$ cat src/sv/mp3sbp_pkg.sv
// shared types and constants for the mp3 seek byte position block
// no dependencies; used by every module of the block
`timescale 1ns / 1ps

package mp3sbp_pkg;

  // request kinds
  localparam logic REQ_TOC  = 1'b0;
  localparam logic REQ_SEEK = 1'b1;

  // rate modes
  localparam logic [1:0] MODE_CBR = 2'd0;
  localparam logic [1:0] MODE_VBR = 2'd1;

  // configuration register indexes
  localparam logic [2:0] CFG_RATE_MODE    = 3'd0;
  localparam logic [2:0] CFG_TRACK_LEN    = 3'd1;
  localparam logic [2:0] CFG_FILE_BYTES   = 3'd2;
  localparam logic [2:0] CFG_BYTES_FRAME  = 3'd3;
  localparam logic [2:0] CFG_MS_FRAME     = 3'd4;
  localparam logic [2:0] CFG_TAIL_TAG     = 3'd5;
  localparam logic [2:0] CFG_FIRST_FRAME  = 3'd6;

  // toc geometry and scale constants
  localparam logic [6:0]  TOC_POINTS = 7'd100;
  localparam logic [6:0]  TOC_LAST   = 7'd99;
  localparam logic [8:0]  TOC_FULL   = 9'd256;
  localparam logic [31:0] MS_PER_SEC = 32'd1000;
  localparam logic [31:0] PCT_SCALE  = 32'd100;

  // reciprocals giving exact 32-bit unsigned division by 1000 and by 100
  localparam logic [31:0] RCP_1000    = 32'h10624DD3;
  localparam int          RCP_1000_SH = 38;
  localparam logic [31:0] RCP_100     = 32'h51EB851F;
  localparam int          RCP_100_SH  = 37;

  // datapath widths
  localparam int DIV_W = 40;
  localparam int DVS_W = 32;
  localparam int POS_W = 55;

  typedef struct packed {
    logic        req_type;
    logic [6:0]  toc_index;
    logic [7:0]  toc_value;
    logic [31:0] seek_ms;
  } in_item_t;

  typedef struct packed {
    logic [30:0] byte_pos;
    logic        pos_valid;
  } out_item_t;

  typedef struct packed {
    logic [1:0]  rate_mode;
    logic [31:0] track_length_ms;
    logic [30:0] file_bytes;
    logic [15:0] bytes_per_frame;
    logic [15:0] ms_per_frame;
    logic [7:0]  tail_tag_bytes;
    logic [30:0] first_frame_at;
  } cfg_t;

  typedef struct packed {
    logic             start;
    logic [DIV_W-1:0] dividend;
    logic [DVS_W-1:0] divisor;
  } div_req_t;

  typedef struct packed {
    logic             done;
    logic [DIV_W-1:0] quot;
    logic [DVS_W-1:0] rem;
  } div_rsp_t;

endpackage

$ cat src/sv/mp3sbp_front.sv
// front end: accepts requests, drops out-of-range toc writes, two-entry queue
// depends on mp3sbp_pkg
`timescale 1ns / 1ps

module mp3sbp_front (
  input  logic                 clk_i,
  input  logic                 rst_ni,
  input  logic                 push_i,
  output logic                 full_o,
  input  mp3sbp_pkg::in_item_t in_item_i,
  output logic                 item_valid_o,
  output mp3sbp_pkg::in_item_t item_o,
  input  logic                 item_pop_i
);

  mp3sbp_pkg::in_item_t slot_q [2];
  logic       wr_ptr_q, rd_ptr_q;
  logic [1:0] count_q;
  logic       keep, wr_en, rd_en;

  // a toc write beyond the last point has no effect, so it is not queued
  assign keep   = (in_item_i.req_type == mp3sbp_pkg::REQ_SEEK) ||
                  (in_item_i.toc_index < mp3sbp_pkg::TOC_POINTS);
  assign full_o = (count_q == 2'd2);
  assign wr_en  = push_i && !full_o && keep;
  assign rd_en  = item_pop_i && (count_q != 2'd0);

  assign item_valid_o = (count_q != 2'd0);
  assign item_o       = slot_q[rd_ptr_q];

  // queue storage
  always_ff @(posedge clk_i) begin
    if (wr_en) begin
      slot_q[wr_ptr_q] <= in_item_i;
    end
  end

  // pointers and fill count
  always_ff @(posedge clk_i or negedge rst_ni) begin
    if (!rst_ni) begin
      wr_ptr_q <= 1'b0;
      rd_ptr_q <= 1'b0;
      count_q  <= 2'd0;
    end else begin
      if (wr_en) wr_ptr_q <= !wr_ptr_q;
      if (rd_en) rd_ptr_q <= !rd_ptr_q;
      if (wr_en && !rd_en)      count_q <= count_q + 2'd1;
      else if (rd_en && !wr_en) count_q <= count_q - 2'd1;
    end
  end

endmodule

$ cat config.mk
export PLATFORM = sky130hd
export DESIGN_NAME = mp3sbp_front
export DESIGN_NICKNAME = d
export VERILOG_FILES = /design/src/sv/mp3sbp_pkg.sv /design/src/sv/mp3sbp_front.sv
export SDC_FILE = /design/constraint.sdc
export NUM_CORES = 1
export LEC_CHECK = 0
export ABC_AREA = 1
export BUFFER_PORTS_ARGS = -buffer_cell sky130_fd_sc_hd__buf_2
export CAP_MARGIN = 0
export CORE_UTILIZATION = 30
export CTS_CLUSTER_SIZE = 40
export DETAILED_ROUTE_END_ITERATION = 6
export PLACE_DENSITY = 0.54
export REMOVE_ABC_BUFFERS = 1
export SETUP_SLACK_MARGIN = 0.15
export SLEW_MARGIN = 20
export SYNTH_ARGS = -nofsm -noshare
export SYNTH_HDL_FRONTEND = slang
export SYNTH_SLANG_ARGS = --single-unit
$ cat constraint.sdc
create_clock -name clk_i -period 2.9 [get_ports clk_i]
set_input_delay 0.145 -clock clk_i [delete_from_list [all_inputs] [get_ports clk_i]]
set_output_delay 0.145 -clock clk_i [all_outputs]
set_load 0.01 [all_outputs]
-- After elaboration in Yosys (flattened, before gate mapping)
Memories as Yosys holds them, arrays and structs flattened.
Cells that the tools add are included.
- register bits: 4
- output and inout bits: 50
- ROM bits: 0
- memory bits (writable): 96
- latch bits: 0
- memories: 1
- bitwise gates (word level): 0
- div/mod/pow operators: 0
- $lt $le $gt $ge: 1
- equal/unequal tests: 1
- shift-type cells: 0
- muxes and demuxes: 4
- multiply operators: 0
- add/subtract/negate cells: 2
- reductions and logical operators: 13
- memory list (memory ; words ; bits a word ; read ports ; clocked after memory_dff ; wr ports ; line ; text):
    slot_q ; 2 ; 48 ; 1 ; 0 ; 1 ; mp3sbp_front.sv:16 ; mp3sbp_pkg::in_item_t slot_q [2];
- operator list (operator ; count):
    7-bit less-than comparator, second input constant ; 1
    1-bit logical AND ; 5
    1-bit logical NOT ; 5
    2-bit two-way mux ; 2
    2-bit nonzero test ; 2
    2-bit by 1-bit adder with 2-bit output, second input constant ; 1
    2-bit == test, second input constant ; 1
    1-bit two-way mux ; 2
    2-bit by 1-bit subtractor with 2-bit output, second input constant ; 1
    1-bit logical OR ; 1

-- Longest topological paths before layout
Gate-level depths: netlist of run 1.
- word-level depth: 8
- mapped depth: 10
- gate-level depth less buffers: 10

-- Worst setup path before layout of run 1
No wires, ideal clock.
- path kind: flip-flop to flip-flop
- from: register count_q[1]
- to: memory slot_q[1][0] in the netlist's numbering, enable pin
- cell stages (with the launch flop): 6
- buffers on the path: 0
- setup slack: -0.296 ns
- setup time: 0.454 ns
- arrival time: 2.742 ns
- required time: 2.446 ns
- path through: dfrtp_1 -> inv_1 -> nor2_1 -> nor2_1 -> nand2_1 -> nor2_1
- cells in the longest elaborated chain, start to end: 6
- RTL lines (what ; line ; text):
    from (decl) ; mp3sbp_front.sv:18 ; logic [1:0] count_q;
    from (signal assigned) ; mp3sbp_front.sv:47 ; if (wr_en && !rd_en) count_q <= count_q + 2'd1;
    from (signal assigned) ; mp3sbp_front.sv:48 ; else if (rd_en && !wr_en) count_q <= count_q - 2'd1;
    2-bit == test ; mp3sbp_front.sv:24 ; assign full_o = (count_q == 2'd2);
    via full_o ; mp3sbp_front.sv:9 ; output logic full_o,
    1-bit logical NOT ; mp3sbp_front.sv:25 ; assign wr_en = push_i && !full_o && keep;
    1-bit logical AND (2 in series) ; mp3sbp_front.sv:25 ;
    1-bit two-way mux ; mp3sbp_front.sv:33 ; if (wr_en) begin
    1-bit two-way mux (implied by the code) ; mp3sbp_front.sv:34 ; slot_q[wr_ptr_q] <= in_item_i;
    to (decl) ; mp3sbp_front.sv:16 ;
The timed path passes the listed nets, and every way through them passes these cells.

==> impl_metrics.yaml, run 1 <==
status:
  status: "finished clean"
sta:
  worst_slack_ns: 0.958
  clock.fmax_ghz: 0.515
  tns_ns: 0
  min_period_over_period: 0.670
  setup_viol: 0
  fin_hold_ws_ns: 0.00825
  min_period_ns: 1.94
  relSlewSlack: 0.377
  fin_skew_ns: 0.00518
  finalHoldViolCount: 0
  drv_slew: 0
  tightestPinTransition_ns: 0.932
  rsz0062_at_grt: "false"
clocking:
  htreeDepth: 3
  clk_pin_slew_ns: 0.06
  cts_tree: "yes"
  cts_buffers: 9
  ctsRootBufferMaster: "clkbuf_16"
  cts_resized: 0
  clockBufferDepth: 2
  clock_latency_ns: 0.33
  clock_sinks: 100
synth:
  synth_common_cells: "nand2_1, edfxtp_1, inv_1, buf_4, nor2_1"
  ys.warnings.count: 0
  synth_area_leader_cell: "edfxtp_1"
  synthTopCellsByArea: "edfxtp_1, nand2_1, dfrtp_1, buf_4, inv_1"
  synth_edf_count: 96
  syn_avg_cell_area_um2: 13.0
  synth_flop_cell: "edfxtp_1"
  seq_area_frac_synth: 0.799
  ys_ff_latch: 100
  yosys.area.top_type_share: 0.773
  yosysMostFrequentCell: "nand2_1"
  synthCells: 286
  syn_area_um2: 3730
  async_reset_ff_frac: 0.0400
  synth_cell_type_count: 15
finish:
  final_design_area_no_fill_um2: 5070
  final_nets: 478
  drive_gt1_frac: 0.287
  n_antenna_cell: 0
  areaGrowthSynthToFinish_pct: 36.0
floorplanning:
  rows: 40
  die_x_um: 114
  core_um2: 12100
  die_y_um: 114
  ios: 102
  dieArea_um2: 12900
  start_util: 0.309
worst_setup_path:
  worstPathArrival_ns: 1.80
  end_kind: "primary output"
  cp_data_required_time_ns: 2.76
  critPathMaxFanout: 49
  path_class: "register to primary output"
  cp-start-kind: "register"
drt:
  drtIter0Drc: 66
  drc_errors: 0
  drtAntennaViolNets: 0
  vias_per_cell: 4.00
  drt-pass1-iter-count: 4
  wire_per_inst_um: 11.8
  vias: 2387
  wirelength_um: 7040
placed_design:
  gp_congestion: 0.669
  dpl_cell_area_um2: 4440
  place_ws_ns: 0.938
  port_buffers: 101
  dp_hpwl_um: 4420
power_and_ir_drop:
  power_leakage_nw: 2.19
  vdd_drop_max_v: 0.000610
  powerDensity_nw_per_um2: 935
global_routing:
  antenna_found_initial: 0
  overflow: 0
  grt_pass1_vias: 2251
  grt_max_degree: 50
  track_usage: 0.116
  grt_pass1_wl_um: 11100
worst_hold_path:
  hold_class: "input pin to register"
job:
  drv_cap: 0
[final cells by class]
cell class / count / area, um^2
timing repair buffer: 138 / 878
multi-input combinational: 167 / 661
clock buffer: 10 / 229
fill: 1136 / 6990
sequential: 100 / 2980
clock inverter: 5 / 77.6
tap: 168 / 210
inverter: 9 / 33.8
[sequential cells by signal, indices dropped and copies added (netlist names)]
| signal | count |
|---|---|
| slot_q | 96 |
| count_q | 2 |
| rd_ptr_q | 1 |
| wr_ptr_q | 1 |
[per-stage QoR]
stage	total power, mW	util	instances
final	4.74	0.421	597
after global routing	5.06	0.421	597
after CTS	4.83	0.419	595
after detailed placement	3.57	0.368	549
after global placement	3.56	0.368	549
after floorplan	2.89	-	276
[cell usage in the layout, fill, tap and decap left out, types with 2 or more instances in the layout]
cell type / n
inv_1: 7
clkbuf_16: 9
nand2_1: 155
nor2_1: 4
buf_4: 3
inv_2: 2
dfrtp_1: 3
dlygate4sd3_1: 33
edfxtp_1: 96
nand3_1: 2
bufinv_16: 2
buf_2: 101
[where the power goes]
group	switching [mW]	leakage [nW]	internal, mW
Sequential	0.0672	0.936	1.94
Combinational	0.993	1.10	0.527
Clock	0.469	0.150	0.748
Total	1.53	2.19	3.21
[cells by family after synthesis]
logic type / Yosys count / share of synthesized area
flops: 100 / 0.799
fa+ha+maj: 1 / 0.00335
simple gates: 164 / 0.167
xor+xnor: 2 / 0.00470
buf+inv: 19 / 0.0255
[final timing paths]
kind,from,end,slack (ns),cells after the start
hold reg to reg,count_q[1],count_q[1],0.47,2
setup / recovery,rd_ptr_q,item_o[36],0.96,4
hold / removal,in_item_i[27],slot_q[0][27],0.008,1
min in group asynchronous,rst_ni,count_q[1],0.15,2
setup reg to reg,count_q[1],slot_q[1][10],0.97,6
max in group asynchronous,rst_ni,rd_ptr_q,2.62,2
[routing by layer]
layer / vias to the layer above / part of all wire / GRT usage
li1: 1228 / - / -
met1: 1084 / 0.46 / 0.142
met2: 66 / 0.47 / 0.190
met3: 9 / 0.049 / 0.0276
met4: 0 / 0.018 / 0.0632
met5: - / 0 / 0
[repair_timing]
item / 4_1_cts / 5_1_grt
buffers inserted: 0 / 0
endpoints found under the setup margin: 0 / 0
hold buffers: 31 / 2
hold endpoints to repair: 62 / 4
[worst max-delay path, stage by stage (launching register included)]
cell     delay (ns)
dfrtp_2        0.40
inv_2          0.67
nand2_1        0.10
nand2_1        0.13
buf_2          0.14
No activity file was read; power rests on OpenSTA's default activity.
==> run 2, diff against run 1 <==
--- a/config.mk
+++ b/config.mk
@@ -11,7 +11,7 @@
 export CORE_UTILIZATION = 30
 export CTS_CLUSTER_SIZE = 40
 export DETAILED_ROUTE_END_ITERATION = 6
-export PLACE_DENSITY = 0.54
+export PLACE_DENSITY = 0.53
 export REMOVE_ABC_BUFFERS = 1
 export SETUP_SLACK_MARGIN = 0.15
 export SLEW_MARGIN = 20
==> constraint.sdc (replaced) <==
create_clock -name clk_i -period 1.9 [get_ports clk_i]
set_input_delay 0.095 -clock clk_i [delete_from_list [all_inputs] [get_ports clk_i]]
set_output_delay 0.095 -clock clk_i [all_outputs]
set_load 0.01 [all_outputs]
==> impl_metrics.yaml, run 2 (synthesis results as in run 1) <==
global_routing:
  grt_pass1_vias: 2544
  antenna_found_initial: 0
  overflow: 0
  grt_max_degree: 27
  track_usage: 0.126
  grt_pass1_wl_um: 12200
floorplanning:
  start_util: 0.309
  core_um2: 12100
  rows: 40
  die_y_um: 114
  die_x_um: 114
  ios: 102
  dieArea_um2: 12900
finish:
  largest_reg_flops: 96
  n_antenna_cell: 0
  largestRegisters: "slot_q: 96 flops, count_q: 2 flops"
  mostFrequentLayoutCells: "nand2_1, buf_2, edfxtp_1"
  final_cells: 618
  regArea_um2: 2980
  regMostFlops: "slot_q"
  fill_cells: 1147
  drive_gt1_frac: 0.287
  multi_input_area_um2: 661
  final_nets: 498
  final_common_cell: "nand2_1"
  areaGrowthSynthToFinish_pct: 41.6
status:
  status: "finished clean"
clocking:
  clk_pin_slew_ns: 0.06
  htreeDepth: 3
  cts_setup_buffers: 0
  clock_sinks: 100
  clockBufferDepth: 2
  cts_tree: "yes"
  ctsRootBufferMaster: "clkbuf_16"
  clock_latency_ns: 0.33
  cts_buffers: 9
sta:
  clock.fmax_ghz: 0.618
  rsz0062_at_grt: "false"
  min_period_over_period: 0.852
  min_period_ns: 1.62
  tightestPinTransition_ns: 0.314
  tns_ns: 0
  relSlewSlack: 0.791
  worst_slack_ns: 0.281
  finalHoldViolCount: 0
  fin_hold_ws_ns: 0.0828
  drv_slew: 0
  fin_skew_ns: 0.00487
  setup_viol: 0
power_and_ir_drop:
  power_leakage_nw: 2.28
  finalPower_mw: 7.38
  vdd_drop_max_v: 0.000478
  powerDensity_nw_per_um2: 1400
worst_hold_path:
  min_from: "item_pop_i"
  hold_class: "input pin to register"
drt:
  wirelength_um: 7850
  wire_per_inst_um: 12.7
  drt-pass1-iter-count: 6
  drtIter0Drc: 87
  drtAntennaViolNets: 0
  drc_errors: 0
  vias: 2546
  vias_per_cell: 4.12
worst_setup_path:
  end_kind: "register"
  path_class: "register to register"
  cp-start-kind: "register"
  cp_data_required_time_ns: 1.90
  timing.rr.start: "count_q[1]"
  critPathMaxFanout: 22
  crit_start: "count_q[1]"
  worstPathArrival_ns: 1.62
placed_design:
  port_buffers: 101
  place_ws_ns: 0.273
  gp_congestion: 0.721
  dp_cells: 553
  dp_hpwl_um: 4890
job:
  drv_cap: 0
run 2: changes by cell type in the layout (fill, tap and decap cells not counted), sizes merged:
cell / delta
clkbuf: +3
buf: +4
dlygate4sd3: +16
clkinv: -2
inv: +1
bufinv: -1
run 2: path summary, 6_finish.rpt:
check	depth (start not counted)	slack, ns	end
worst max-delay path	6	0.28	slot_q[1][2]
worst min-delay path	3	0.08	rd_ptr_q
worst max register to register	6	0.28	slot_q[1][2]
worst min register to register	2	0.48	count_q[1]
max in group asynchronous	2	1.66	rd_ptr_q
min in group asynchronous	2	0.10	wr_ptr_q
run 2: area by class of cell:
type / instances / area share
inverter: 9 / 0.00639
clock inverter: 3 / 0.00829
sequential: 100 / 0.565
timing repair buffer: 158 / 0.205
tap: 168 / 0.0398
multi-input combinational: 167 / 0.125
clock buffer: 13 / 0.0511
run 2: report_power, final:
part / internal [mW] / total (mW) / switching, mW / leakage (nW)
Clock: 1.13 / 1.87 / 0.738 / 0.156
Sequential: 2.96 / 3.07 / 0.109 / 0.936
Combinational: 0.883 / 2.44 / 1.56 / 1.19
run 2: worst max-delay path, cell delays in order, from the launching register on:
cell     delay, ns
dfrtp_1       0.38
inv_1         0.10
nor2_1        0.07
nor2_1        0.14
nand2_1       0.14
nor2_4        0.14
buf_4         0.32
run 2: per-stage QoR:
step | cell area, um^2 | utilization
global route | 5280 | 0.438
global placement | 4480 | 0.371
finish | 5280 | 0.438
detailed placement | 4480 | 0.371
CTS | 5280 | 0.438
floorplan | 3670 | -
run 2: per-layer routing:
layer	global-route usage	wire, um
met1	0.155	3600
met2	0.214	3830
met3	0.0345	348
met4	0.0386	71
met5	0	0
run 2: what timing repair did:
action | CTS | global route
hold buffers | 49 | 0
gates resized for setup | 0 | 0
endpoints found under the hold margin | 100 | 0
setup endpoints to repair | 0 | 0
